$ cat config.mk
export PLATFORM = sky130hd
export DESIGN_NAME = bd3_line_buf
export DESIGN_NICKNAME = d
export VERILOG_FILES = /design/src/rtl/core/bd3_pkg.sv /design/src/rtl/core/bd3_line_buf.sv
export SDC_FILE = /design/constraint.sdc
export NUM_CORES = 2
export LEC_CHECK = 0
export BUFFER_PORTS_ARGS = -buffer_cell sky130_fd_sc_hd__clkbuf_2
export CAP_MARGIN = 0
export CORE_AREA = 4 4 585 587
export CTS_BUF_LIST = sky130_fd_sc_hd__clkbuf_8
export CTS_CLUSTER_DIAMETER = 60
export DETAILED_ROUTE_END_ITERATION = 12
export DIE_AREA = 0 0 589 591
export PLACE_DENSITY_LB_ADDON = 0.3
export SLEW_MARGIN = 20
export SYNTH_ARGS = -nofsm -noshare
export SYNTH_HDL_FRONTEND = slang
export SYNTH_SLANG_ARGS = --single-unit
$ cat constraint.sdc
create_clock -name i_clk -period 3.73 [get_ports i_clk]
set_input_delay 0.1865 -clock i_clk [delete_from_list [all_inputs] [get_ports i_clk]]
set_output_delay 0.1865 -clock i_clk [all_outputs]
set_load 0.02 [all_outputs]
$ cat src/rtl/core/bd3_pkg.sv
`default_nettype none
// ----------------------------------------------------------------------------
// bd3_pkg
// Shared register indexes, widths and reset values of the binarize and
// dilate unit.
// ----------------------------------------------------------------------------
package bd3_pkg;

    localparam int CFG_IDX_W  = 2;
    localparam int CFG_DATA_W = 12;

    localparam logic [CFG_IDX_W-1:0] CFG_COLOR_MODE   = 2'd0;
    localparam logic [CFG_IDX_W-1:0] CFG_BINARY_LEVEL = 2'd1;
    localparam logic [CFG_IDX_W-1:0] CFG_IMAGE_WIDTH  = 2'd2;
    localparam logic [CFG_IDX_W-1:0] CFG_IMAGE_HEIGHT = 2'd3;

    localparam logic       RST_COLOR_MODE   = 1'b0;
    localparam logic [7:0] RST_BINARY_LEVEL = 8'd100;
    localparam int         RST_IMAGE_WIDTH  = 640;
    localparam int         RST_IMAGE_HEIGHT = 480;

    // window bit masks: bits 0..2 right column, 3..5 center, 6..8 left
    localparam logic [8:0] WIN_LEFT_COL   = 9'h1C0;
    localparam logic [8:0] WIN_RIGHT_COL  = 9'h007;
    localparam logic [8:0] WIN_TOP_ROW    = 9'h049;
    localparam logic [8:0] WIN_BOTTOM_ROW = 9'h124;

    // entry of the line memory
    typedef struct packed {
        logic two_above;
        logic above;
    } t_line_entry;

endpackage
`default_nettype wire

$ cat src/rtl/core/bd3_line_buf.sv
`default_nettype none
// ----------------------------------------------------------------------------
// bd3_line_buf
// Two-row mask line memory, one read and one write per cycle, registered
// read data with write-to-read forwarding on the same entry.
// ----------------------------------------------------------------------------
module bd3_line_buf #(
    parameter int DEPTH = 2048,
    parameter int AW    = 11
) (
    input  wire                        i_clk,
    input  wire                        i_rd_en,
    input  wire [AW-1:0]               i_rd_addr,
    output bd3_pkg::t_line_entry       o_rd_data,
    input  wire                        i_wr_en,
    input  wire [AW-1:0]               i_wr_addr,
    input  wire bd3_pkg::t_line_entry  i_wr_data
);

    bd3_pkg::t_line_entry r_mem [DEPTH];
    bd3_pkg::t_line_entry r_rd_data;

    always_ff @(posedge i_clk) begin
        if (i_wr_en) begin
            r_mem[i_wr_addr] <= i_wr_data;
        end
    end

    always_ff @(posedge i_clk) begin
        if (i_rd_en) begin
            // same entry written this cycle: take the new value
            if (i_wr_en && (i_wr_addr == i_rd_addr)) begin
                r_rd_data <= i_wr_data;
            end else begin
                r_rd_data <= r_mem[i_rd_addr];
            end
        end
    end

    assign o_rd_data = r_rd_data;

endmodule
`default_nettype wire

; ---- Word-level counts from Yosys, hierarchy flattened
; Memory sizes are Yosys's and may differ from the RTL's. A register that Yosys moved wholly into a read port is not among the register bits.
; Index checks and enable logic that the tools add are counted.
[word_totals]
memories = 1
wordCells = 3
register_bits = 0
ram_bits = 4096
[mem_list]
columns = name, words, width, rd, rd_ports_with_merged_regs, wr, line_no
row1 = r_mem, 2048, 2, 1, 1, 1, bd3_line_buf.sv:20  ; bd3_pkg::t_line_entry r_mem [DEPTH];
[classes]
muxes = 2
[ops]
columns = op, count
row1 = 2-to-1 mux 1 bit, 2

; ---- Depth between registers and ports, before layout
[logic_depth]
depth_word = 2
mapped_depth = 16

; ---- Least setup slack after synthesis
; Ideal clock, no wire load.
[synth_timing]
path_type = input-to-reg
startpoint = input i_rd_addr[0]
endpoint = register, netlist name o_rd_data[1]
cell_stages = 12
slack_ns = 0.884
n_path_buf = 4
t_arrival_ns = 2.579
t_required_ns = 3.463
path_cell_list = buf_6 buf_8 buf_8 buf_2 mux4_2 mux4_2 a22oi_1 nand2_1 nor3_1 nor3_1 nor3_1 nand4_1
[synth_rtl]
columns = element, line_no
row1 = from (decl), bd3_line_buf.sv:13  ; input wire [AW-1:0] i_rd_addr,

==> summary.md <==
| Metric | Value |
|---|---|
| Run status | finished clean |
| DR vias/cell | 6.50 |
| Post-Syn Area | 0.168 sq mm |
| Fmax | 0.269 GHz |
| Syn_nets | 9,594 |
| Asr flop ratio synth | 0% |
| Layout cells sized above 1 | 23.0% |
| Clock slew at reported path FFs | 0.06 ns |
| Clock Tree Buf Depth | 4 |
| Worst-Skew Late Latency | 1.23 ns |
| Die ar. | 0.348 sq mm |
| GPL Wtd Cong | 0.906 |
| H-tree depth | 6 |
| Unrepaired setup endpoints after global routing | false |
| Worst Hold Class | input port to register |
| Fin Setup TNS | 0 ns |
| Avg Synthesized Cell Area | 17.6 sq um |
| Vias in the first global route | 97,900 |
| Yosys warnings | 0 |
| Hold Vio Cnt, Final | 0 |
| Critical path's slowest cell | clkinv_1 |
| P&R area growth vs syn | 12.6% |
| Rel. slew slack | 7.53% |
| Most common cell after layout, fill and taps aside | edfxtp_1 |
| Routed Antenna Nets | 0 |
| Peak VDD IR | 0.391 mV |
| Vias | 98,800 |
| Detailed placement HPWL | 303 mm |
| Num CTS Buffers | 645 |
| Drt first pass iters | 8 |
| Slew Viols, Final | 0 |
| EDFF count, synth | 4,098 |
| Residual DRC count | 0 |
| Most frequent cells in the layout | edfxtp_1, nor2_1, mux4_2, clkbuf_8, buf_4 |
| Final worst path period share | 99.7% |
| Final setup violation count | 0 |
| Std-Cell Rows | 213 |
| GRT met2 Usage | 45.0% |
| Post-layout net count | 10,200 |
| Die Wd | 589 microns |
| CP required | 4.83 ns |
| Core area | 0.336 sq mm |
| GRT Resource Usage Total | 29.2% |
| Maximum number of pins on one net before global-route repair | 235 |
| Delay of the slowest cell on the worst path | 0.84 ns |
| Clk root buf | clkbuf_8 |
| Die Y | 591 microns |
| Final min period | 3.72 ns |
| Initial Util | 50.0% |
| Buf/Inv on CP | 5 |
| Grt ovf | 0 |
| Synthesis-stage register bit count | 4,098 |
| Slew @ Worst Pin | 1.39 ns |
| CTS tree | built |
| Fin area | 0.189 sq mm |
| Seq/Total Area, Yosys | 73.2% |
| Cell family with most CP delay | buffers and inverters |
| Io pins | 29 |
| GRT Max-Usage Layer | met2 |
| Mapped Cells | 9,567 |
| Grt met3 use | 7.77% |
| Cell area power density | 486 mW/mm^2 |
| First-pass GRT wire length | 724 mm |
| Most common cell on crit path | dlygate4sd3_1 |
| Setup bufs post-CTS | 0 |
| Initial antenna violation count | 38 |
| CTS Sinks | 4,098 |
| Leak pwr | 59.5 nW |
| Worst Skew | 0.108 ns |
| Drt wl/cell | 34.0 microns |
| Detailed Route WL | 517 mm |
| Port buffer count | 28 |
| Post-synthesis cell type count | 79 |
| Maxcap violations | 0 |
| Crit path DAT | 4.82 ns |
| Cells along the critical path | dlygate4sd3_1 > clkbuf_2 > clkinv_1 > buf_4 > nand3_1 > a211o_2 > o32ai_1 > a2111oi_2 > o2111ai_1 > o21a_1 > or3_1 > nand4_1 > dlygate4sd3_1 |
| Initial DRC Count | 16,400 |
| Crit-path max FO | 8 |
| WS Path Type | input port to register |
| Startpoint types | input port |
| Tot Pwr | 92.0 mW |
| Area after DPL | 0.177 sq mm |
| Critical Path Sink Type | register |
| Met1 global-route usage | 39.3% |
| Top_reg_cell synth | edfxtp_1 |
==> report_power, final <==
group	switching, mW	total, mW	leakage, nW	internal (mW)
clock	18.0	35.7	6.74	17.7
sequential	0.0141	50.7	36.8	50.7
combinational	3.66	5.64	16.0	1.98
total	21.7	92.0	59.5	70.4
==> through the flow <==
stage	setup slack, ns	utilization (%)	cells	hold WS (ns)
3_5_place_dp	-0.311	52.7	14000	0.611
3_3_place_gp	-0.301	52.7	14000	0.615
4_1_cts	0.0396	56.2	15200	0.0582
6_report	0.0107	56.3	15200	0.122
5_1_grt	0.0443	56.3	15200	0.138
2_1_floorplan	0.884	-	9567	0.285
==> routing by layer <==
| metal | up-vias | wire, microns |
|---|---|---|
| met5 | - | 75 |
| met4 | 12 | 26400 |
| met3 | 1345 | 66400 |
| met2 | 7167 | 239000 |
| met1 | 51300 | 185000 |
| li1 | 39000 | - |
==> layout make-up <==
type	count	area, sq um
Clock buffer	658	9060
Inverter	8	42.5
Antenna cell	22	55.1
Multi-Input combinational cell	4656	40900
Fill cell	25500	147000
Sequential cell	4098	123000
Timing Repair Buffer	763	7830
Clock inverter	494	2700
Tap cell	4515	5650
==> Yosys cell counts, types with 18 or more instances <==
cell      instances  area share (%)
o21ai_0          89            0.26
buf_6            60            0.40
a22oi_1          65            0.29
nor3_1           80            0.24
mux4_1           70             1.1
nand3_1          72            0.21
nor2_1         2121             4.7
mux4_2          822              11
buf_2           102            0.30
o22ai_1         103            0.38
a211oi_1         27            0.12
nand2_1         214            0.48
buf_4            33            0.15
clkbuf_1        422            0.94
buf_1            99            0.22
mux2i_1         457             2.7
a21oi_1         110            0.33
nor4_1           24           0.089
buf_12           18            0.21
buf_8            52            0.46
edfxtp_1       4098              73
o221ai_1        146            0.76
==> cell families (layout without fill, tap and decap cells) <==
group | count (synthesis) | in the layout | synth area share, %
AOI/OAI and AO/OA | 682 | 682 | 2.88
DFF | 4098 | 4098 | 73.2
muxes | 1359 | 1359 | 14.9
and+or+nand+nor | 2604 | 2604 | 6.14
xor gates and xnor gates | 11 | 11 | 0.0573
other | 0 | 22 | 0
buffers and inverters | 813 | 1923 | 2.83
==> sequential cells by signal, indices dropped and copies added, names as in the netlist <==
register,flops
r_mem,4096
o_rd_data,2
==> worst paths after layout <==
| check | end | start | cells after the start | slack (ns) |
|---|---|---|---|---|
| min | r_mem[1692][0]$_DFFE_PP_ | i_wr_data[0] | 2 | 0.12 |
| max | o_rd_data[1]$_DFFE_PP_ | i_rd_addr[5] | 13 | 0.01 |
| max reg2reg | o_rd_data[1]$_DFFE_PP_ | r_mem[1702][1]$_DFFE_PP_ | 7 | 0.09 |
| min reg2reg | o_rd_data[0]$_DFFE_PP_ | r_mem[1458][0]$_DFFE_PP_ | 8 | 1.39 |
==> repair_timing <==
item                                   in CTS  in global routing
setup endpoints to repair                   0                  1
endpoints found under the hold margin    2636                  0
gates resized for setup                     0                  4
hold buffers                               24                  0
(Power assumes the default switching activity.)
